[src/rtl/core/ils_pkg.sv]
// ----------------------------------------------------------------------------
// ils_pkg
// Shared types and constants of the integer list sorter.
// ----------------------------------------------------------------------------
package ils_pkg;

    localparam int MAX_ELEMENTS = 64;
    localparam int CNT_W        = $clog2(MAX_ELEMENTS + 1);
    localparam int QUEUE_DEPTH  = 4;
    localparam int QPTR_W       = $clog2(QUEUE_DEPTH);
    localparam int QCNT_W       = $clog2(QUEUE_DEPTH + 1);

    typedef struct packed {
        logic signed [31:0] value;
        logic               last_value;
    } t_in_item;

    typedef struct packed {
        logic signed [31:0] sorted_value;
        logic               last_result;
        logic               overflow;
    } t_out_item;

    // queue head as seen by the sort engine
    typedef struct packed {
        logic     valid;
        t_in_item item;
    } t_queue_head;

    typedef enum logic {
        ST_LOAD,
        ST_EMIT
    } t_back_state;

endpackage

[src/rtl/core/ils_intake_queue.sv]
// ----------------------------------------------------------------------------
// ils_intake_queue
// Front end: takes transactions off the command port and holds them in a
// short queue until the sort engine pops them.
// ----------------------------------------------------------------------------
module ils_intake_queue
    import ils_pkg::*;
(
    input  logic        i_clk,
    input  logic        i_rst_n,
    input  logic        i_start,
    input  t_in_item    i_item,
    output logic        o_busy,
    output t_queue_head o_head,
    input  logic        i_pop
);

    t_in_item            r_mem [QUEUE_DEPTH];
    logic [QPTR_W-1:0]   r_wr_ptr;
    logic [QPTR_W-1:0]   r_rd_ptr;
    logic [QCNT_W-1:0]   r_count;
    logic [QPTR_W-1:0]   n_wr_ptr;
    logic [QPTR_W-1:0]   n_rd_ptr;
    logic [QCNT_W-1:0]   n_count;
    logic                push;
    logic                pop;

    assign o_busy      = (r_count == QCNT_W'(QUEUE_DEPTH));
    assign push        = i_start && !o_busy;
    assign pop         = i_pop && (r_count != '0);
    assign o_head.valid = (r_count != '0);
    assign o_head.item  = r_mem[r_rd_ptr];

    always_comb begin
        n_wr_ptr = push ? r_wr_ptr + 1'b1 : r_wr_ptr;
        n_rd_ptr = pop  ? r_rd_ptr + 1'b1 : r_rd_ptr;
        n_count  = r_count;
        if (push && !pop) begin
            n_count = r_count + 1'b1;
        end else if (pop && !push) begin
            n_count = r_count - 1'b1;
        end
    end

    always_ff @(posedge i_clk) begin
        if (!i_rst_n) begin
            r_wr_ptr <= '0;
            r_rd_ptr <= '0;
            r_count  <= '0;
        end else begin
            r_wr_ptr <= n_wr_ptr;
            r_rd_ptr <= n_rd_ptr;
            r_count  <= n_count;
        end
    end

    always_ff @(posedge i_clk) begin
        if (push) begin
            r_mem[r_wr_ptr] <= i_item;
        end
    end

endmodule

[config.mk]
export PLATFORM = sky130hd
export DESIGN_NAME = ils_intake_queue
export DESIGN_NICKNAME = d
export VERILOG_FILES = /design/src/rtl/core/ils_pkg.sv /design/src/rtl/core/ils_intake_queue.sv
export SDC_FILE = /design/constraint.sdc
export NUM_CORES = 1
export LEC_CHECK = 0
export ABC_CLOCK_PERIOD_IN_PS = 2900
export BUFFER_PORTS_ARGS = -buffer_cell sky130_fd_sc_hd__buf_2
export CORE_ASPECT_RATIO = 0.8
export CORE_MARGIN = 2
export CORE_UTILIZATION = 57
export CTS_CLUSTER_DIAMETER = 100
export DETAILED_ROUTE_END_ITERATION = 8
export MAX_ROUTING_LAYER = met4
export PLACE_DENSITY = 0.79
export SYNTH_ARGS = -nofsm -noshare
export SYNTH_HDL_FRONTEND = slang
export SYNTH_SLANG_ARGS = --single-unit
[constraint.sdc]
create_clock -name i_clk -period 2.9 [get_ports i_clk]
set_input_delay 0.145 -clock i_clk [delete_from_list [all_inputs] [get_ports i_clk]]
set_output_delay 0.145 -clock i_clk [all_outputs]
set_load 0.05 [all_outputs]
==> impl_metrics.py, run 1 <==
metrics = {
    "outcome": {
        "status": "complete, no violations",
    },
    "worst_setup_path": {
        "start_kind": "register",
        "cp.required_ps": 3230,
        "cp_data_arrival_time_ps": 2740,
        "regToRegSetupSlack_ps": 490,
        "r2r-start": "r_count[0]$_SDFFE_PN0P_",
        "crit_path_max_fanout": 7,
        "crit_type": "reg -> reg",
        "worstSetupEndpointType": "register",
        "regToRegEndpoint": "r_count[2]$_SDFFE_PN0P_",
        "r2r_cells": 8,
        "endpoint": "r_count[2]$_SDFFE_PN0P_",
        "cp-startpoint": "r_count[0]$_SDFFE_PN0P_",
    },
    "flow_run": {
        "maxCapViolations": 0,
    },
    "power": {
        "p_leak_nw": 2.38,
        "combPwrFrac": 0.275,
        "switching_power_w": 0.00221,
        "power_density_nw_per_um2": 1040,
        "vdd_ir_drop_max_uv": 644,
        "p_clk_frac": 0.346,
        "power_frac_seq": 0.379,
        "sw_frac_of_total": 0.315,
        "p_int_w": 0.00480,
    },
    "yosys": {
        "synth_nets": 264,
        "synth-seq-cells": 141,
        "syn_avg_cell_area_um2": 24.0,
        "synth_compound_area_frac": 0.00638,
        "muxShareOfSynthArea": 0.148,
        "synth_area_um2": 5300,
        "ys_warn_count": 0,
        "syn_inst": 221,
        "ys.flop_type": "edfxtp_1",
        "synth_top_family_by_area": "multiplexers",
        "synth-simple-area-share": 0.0194,
        "synthAdderAreaFrac": 0.0156,
        "synth-async-reset-ratio": 0,
        "synth_xor_area_frac": 0.00661,
        "yosys.cell_types.count": 23,
        "ys_seq_area_frac": 0.782,
        "synth_edf_count": 132,
    },
    "grt": {
        "grt_max_degree": 34,
        "grt_first_pass_wirelength_mm": 14.7,
        "grtUsageTotal": 0.205,
        "grt_pass1_vias": 2826,
        "antenna_found_initial": 0,
        "grt-ovfl-total": 0,
    },
    "floorplan": {
        "row_count": 31,
        "fp.coreArea_um2": 9040,
        "die-height_um": 90.2,
        "dieArea_um2": 10100,
        "top_level_ports": 72,
        "die_w_um": 112,
        "initial_utilization": 0.586,
    },
    "cells_and_area": {
        "drive_gt1_frac": 0.409,
        "design_area_um2": 6760,
        "fillers": 478,
        "final_util": 0.747,
        "regArea_um2": 4150,
        "final_cell_mix": "edfxtp_1, buf_2, dlygate4sd3_1, mux4_2, clkbuf_16",
        "diodes": 0,
        "multi_input_area_um2": 1040,
        "area_delta_synth_final_pct": 27.5,
        "fin_nets": 382,
        "final_common_cell": "edfxtp_1",
    },
    "clock_tree": {
        "cts_buffers": 17,
        "clkSlewWorstSetupHoldPaths_ps": 60,
        "cts_tree": "done",
        "cts_sinks": 141,
        "cts_buffer_depth": 2,
        "cts_root_buffer": "clkbuf_16",
        "cts_resized": 0,
        "htreeDepth": 4,
        "clock_latency_ps": 410,
    },
    "detailed_routing": {
        "num_vias": 2536,
        "ant_nets": 0,
        "post_drt_via_cell_ratio": 5.43,
        "drt_first_pass_iters": 4,
        "wl_per_cell_um": 19.5,
        "drc": 0,
        "routed_wl_mm": 9.11,
        "drt_iter0_drc": 147,
    },
    "sta": {
        "period_needed_ps": 2410,
        "period_share": 0.829,
        "drv_slew": 0,
        "finalHoldViolations": 0,
        "finalSetupTns_ps": 0,
        "rsz0062_at_grt": "no",
        "tightestPinTransition_ps": 895,
        "slew_headroom": 0.403,
        "fin_ws_ps": 494,
        "fmax_mhz": 416,
        "setup_viol": 0,
        "finalClockSkew_ps": 12.2,
    },
    "placed_design": {
        "place_congestion": 0.697,
        "dpl_cell_area_um2": 5750,
        "port-buffer-count": 71,
        "place_ws_ps": 522,
        "dp_hpwl_mm": 4.99,
    },
    "min_path": {
        "min_path_type": "in -> reg",
    },
}
==> worst min-delay path by stage <==
stage                           from                        to  slack [ps]  cells past startpoint
after floorplan            i_item[0]     r_mem[0][0]$_DFFE_PP_         240                      0
after global placement    i_item[14]    r_mem[0][14]$_DFFE_PP_         360                      1
after detailed placement  i_item[11]    r_mem[2][11]$_DFFE_PP_         360                      1
after CTS                    i_rst_n  r_wr_ptr[0]$_SDFFE_PN0P_          50                      3
after global routing         i_rst_n  r_wr_ptr[0]$_SDFFE_PN0P_          70                      3
final                        i_rst_n  r_wr_ptr[0]$_SDFFE_PN0P_          70                      3
==> worst max-delay path, cell delays in order (launching register included) <==
cell and delay, ps:
dfxtp_1 480, nor3b_2 90, nor2b_1 440, ha_1 280
inv_1 60, fa_1 370, xor2_1 160, or3_1 300
a21boi_0 160
==> Yosys cell counts (all sizes together), types with 2 or more instances <==
| library cell | count | area, um^2 |
|---|---|---|
| and2 | 8 | 50.1 |
| buf | 8 | 97.6 |
| clkbuf | 2 | 7.51 |
| dfxtp | 9 | 180 |
| edfxtp | 132 | 3960 |
| ha | 5 | 62.6 |
| inv | 3 | 11.3 |
| mux2i | 3 | 30.0 |
| mux4 | 33 | 754 |
| nand2 | 4 | 15.0 |
| nor2b | 2 | 12.5 |
| or3 | 2 | 12.5 |
| xnor2 | 3 | 26.3 |
==> cell families (layout without fill, tap and decap cells) <==
family                     count (synthesis)  in the layout
AOI/OAI and AO/OA                          4              4
xor gates and xnor gates                   4              4
adders and majority gates                  6              6
buffers and inverters                     13            144
DFF                                      141            141
muxes                                     36             36
and+or+nand+nor                           17             17
==> timing repair <==
| action | in CTS | in global routing |
|---|---|---|
| hold buffers | 33 | 0 |
| buffers inserted | 0 | 0 |
| hold endpoints to repair | 132 | 0 |
==> power groups by stage <==
stage | clock [W] | combinational (W) | sequential, W
4_1_cts | 0.00246 | 0.00195 | 0.00266
3_3_place_gp | 0 | 0.00190 | 0.00269
6_report | 0.00242 | 0.00193 | 0.00266
5_1_grt | 0.00255 | 0.00202 | 0.00269
3_5_place_dp | 0 | 0.00191 | 0.00270
2_1_floorplan | 0 | 0.00167 | 0.00258
==> sequential cells by signal, indices dropped and copies added (netlist names), named ones only <==
register / cells
r_wr_ptr: 2
r_count: 3
r_rd_ptr: 2
r_mem: 132
==> cell type report <==
cell class,count,share of cell area
flip-flops and latches,141,0.614
clock inverters,11,0.0317
well taps,115,0.0213
inverters,3,0.00167
repair buffers,109,0.109
multi-input cells,67,0.154
clock buffers,21,0.0682
==> layer usage <==
| layer | GRT usage | wire length [um] | part of all wire | vias to the layer above |
|---|---|---|---|---|
| met3 | 0.0681 | 466 | 0.051 | 7 |
| met4 | 0.0617 | 75 | 0.0082 | 0 |
| met2 | 0.327 | 4700 | 0.52 | 76 |
| met1 | 0.254 | 3860 | 0.42 | 1297 |
| li1 | - | - | - | 1156 |
| met5 | - | 0 | 0 | - |
==> per-stage QoR <==
step	hold WS (ps)	std cells	total power, W
2_1_floorplan	244	221	0.00425
4_1_cts	53.6	467	0.00707
6_report	71.2	467	0.00700
5_1_grt	65.4	467	0.00727
3_5_place_dp	361	402	0.00461
3_3_place_gp	359	402	0.00458
Power figures use the tool's default switching activity.
==> run 2, diff against run 1 <==
--- a/config.mk
+++ b/config.mk
@@ -5,7 +5,7 @@
 export SDC_FILE = /design/constraint.sdc
 export NUM_CORES = 1
 export LEC_CHECK = 0
-export ABC_CLOCK_PERIOD_IN_PS = 2900
+export ABC_CLOCK_PERIOD_IN_PS = 2350
 export BUFFER_PORTS_ARGS = -buffer_cell sky130_fd_sc_hd__buf_2
 export CORE_ASPECT_RATIO = 0.8
 export CORE_MARGIN = 2
==> constraint.sdc (replaced) <==
create_clock -name i_clk -period 2.35 [get_ports i_clk]
set_input_delay 0.1175 -clock i_clk [delete_from_list [all_inputs] [get_ports i_clk]]
set_output_delay 0.1175 -clock i_clk [all_outputs]
set_load 0.05 [all_outputs]
==> run 2 against run 1 <==
  * Total power grew 18%
  * Flip-flop and latch count is the same
  * Cell area is essentially flat
  * Sequential power grew 21%
  * Via count grew 0.67%
  * Clock-buffer cell count shrank 1
  * Clock power grew 5%
==> impl_metrics.py, run 2 (synthesis results as in run 1) <==
metrics = {
    "cells_and_area": {
        "fin_nets": 385,
        "fillers": 496,
        "drive_gt1_frac": 0.417,
        "design_area_um2": 6750,
        "largestRegisters": "r_mem: 132 flops, r_count: 3 flops",
        "area_delta_synth_final_pct": 27.4,
        "largest_reg_flops": 132,
        "diodes": 0,
        "final_util": 0.747,
        "final_common_cell": "edfxtp_1",
        "final_cell_mix": "edfxtp_1, buf_2, dlygate4sd3_1, mux4_2, clkbuf_16",
        "regMostFlops": "r_mem",
    },
    "power": {
        "p_leak_nw": 2.37,
        "power_density_nw_per_um2": 1230,
        "power_frac_seq": 0.391,
        "combPwrFrac": 0.301,
        "switching_power_w": 0.00274,
        "p_int_w": 0.00553,
        "sw_frac_of_total": 0.331,
        "vdd_ir_drop_max_uv": 912,
        "p_clk_frac": 0.308,
    },
    "clock_tree": {
        "cts_tree": "done",
        "clock_latency_ps": 410,
        "cts_sinks": 141,
        "cts_setup_buffers": 0,
        "cts_root_buffer": "clkbuf_16",
        "htreeDepth": 4,
        "cts_buffers": 17,
        "cts_buffer_depth": 2,
        "clkSlewWorstSetupHoldPaths_ps": 60,
    },
    "sta": {
        "period_share": 0.929,
        "fin_ws_ps": 166,
        "finalSetupTns_ps": 0,
        "fmax_mhz": 458,
        "period_needed_ps": 2180,
        "finalHoldViolations": 0,
        "finalClockSkew_ps": 7.91,
        "rsz0062_at_grt": "no",
        "drv_slew": 0,
        "slew_headroom": 0.692,
        "tightestPinTransition_ps": 461,
        "fin_hold_ws_ps": 35.9,
        "setup_viol": 0,
    },
    "detailed_routing": {
        "drt_iter0_drc": 128,
        "drt_first_pass_iters": 4,
        "wl_per_cell_um": 19.6,
        "drc": 0,
        "routed_wl_mm": 9.23,
        "ant_nets": 0,
        "post_drt_via_cell_ratio": 5.43,
        "num_vias": 2553,
    },
    "outcome": {
        "status": "complete, no violations",
    },
    "placed_design": {
        "dpl_cell_area_um2": 5840,
        "place_congestion": 0.701,
        "dp_hpwl_mm": 5.08,
        "port-buffer-count": 71,
        "place_ws_ps": 248,
    },
    "floorplan": {
        "initial_utilization": 0.586,
        "fp.coreArea_um2": 9040,
        "die_w_um": 112,
        "row_count": 31,
        "dieArea_um2": 10100,
        "die-height_um": 90.2,
        "top_level_ports": 72,
    },
    "grt": {
        "grt_first_pass_wirelength_mm": 14.7,
        "antenna_found_initial": 0,
        "grtUsageTotal": 0.209,
        "grt-ovfl-total": 0,
        "grt_max_degree": 34,
        "grt_pass1_vias": 2828,
    },
    "worst_setup_path": {
        "crit_path_max_fanout": 12,
        "crit_type": "reg -> out",
        "critical_path.top_delay_family": "flip-flops",
        "worstSetupEndpointType": "output port",
        "regToRegSetupSlack_ps": 220,
        "start_kind": "register",
        "max_stage_delay_ps": 580,
        "r2r-start": "r_count[0]$_SDFFE_PN0P_",
        "r2r_cells": 8,
        "worst-path-buf-inv": 2,
        "regToRegEndpoint": "r_count[2]$_SDFFE_PN0P_",
        "cp.required_ps": 2230,
        "cp_slowest_cell": "dfxtp_2",
        "crit_chain": "buf_4 > mux4_2 > buf_2",
        "cp.depth": 3,
        "cp_data_arrival_time_ps": 2070,
    },
    "min_path": {
        "hold_end": "r_count[1]$_SDFFE_PN0P_",
        "min_path_type": "in -> reg",
        "hold_depth": 2,
        "min_from": "i_rst_n",
    },
    "flow_run": {
        "maxCapViolations": 0,
    },
}
==> run 2: cell count changes in the layout (fill, tap and decap cells not counted) <==
cell        before  now
nor3b_4          0    1
buf_4            4    2
clkinv_2         2    6
buf_12           1    6
nor3b_2          1    0
clkinvlp_4       2    3
bufinv_16        6    2
clkbuf_1         2    1
==> run 2: final cells by class <==
class                   count  area (um^2)  area share
clock buffers              20          457      0.0677
clock inverters            12          121      0.0180
multi-input cells          67         1050       0.156
well taps                 115          144      0.0213
repair buffers            112          821       0.122
flip-flops and latches    141         4150       0.614
inverters                   3         11.3     0.00167
==> run 2: timing repair <==
action | CTS | global route
resized for setup | 0 | 0
setup endpoints to repair | 0 | 0
endpoints found under the hold margin | 132 | 0
hold buffers | 33 | 0
==> run 2: layer usage <==
layer / wire [um] / vias to the layer above / share of wire / global-route usage
met5: 0 / - / 0 / -
met4: 108 / 0 / 0.012 / 0.0854
met3: 402 / 11 / 0.044 / 0.0715
met2: 4890 / 76 / 0.53 / 0.333
met1: 3830 / 1300 / 0.41 / 0.247
li1: - / 1166 / - / -
==> run 2: stage by stage <==
stage	std cells	total power (W)
floorplan	221	0.00525
global placement	405	0.00570
detailed placement	405	0.00574
CTS	470	0.00836
global route	470	0.00860
finish	470	0.00827
==> run 2: worst register-to-register path: cells and delay by family (launching register included) <==
family	cells	cell delay [ps]
flip-flops	1	530
AND/OR/NAND/NOR	3	560
AO/OA/AOI/OAI	1	170
adder cells (fa/ha/maj)	2	590
XOR/XNOR	1	160
buffers and inverters	1	60
==> run 2: how the worst max path moves through the flow <==
| stage | start | end | slack (ps) |
|---|---|---|---|
| after floorplan | r_count[2]$_SDFFE_PN0P_ | r_count[2]$_SDFFE_PN0P_ | 170 |
| after global placement | r_count[1]$_SDFFE_PN0P_ | r_count[2]$_SDFFE_PN0P_ | 330 |
| after detailed placement | r_count[1]$_SDFFE_PN0P_ | r_count[2]$_SDFFE_PN0P_ | 250 |
| after CTS | register | o_head[21] | 110 |
| after global routing | r_count[0]$_SDFFE_PN0P_ | r_count[2]$_SDFFE_PN0P_ | 40 |
| final | register | o_head[21] | 170 |
==> run 2: power by group through the flow <==
stage | Sequential (W) | Combinational [W] | Clock (W)
after floorplan | 0.00318 | 0.00207 | 0
after global placement | 0.00327 | 0.00243 | 0
after detailed placement | 0.00329 | 0.00246 | 0
after CTS | 0.00324 | 0.00252 | 0.00260
after global routing | 0.00327 | 0.00262 | 0.00272
final | 0.00323 | 0.00249 | 0.00255
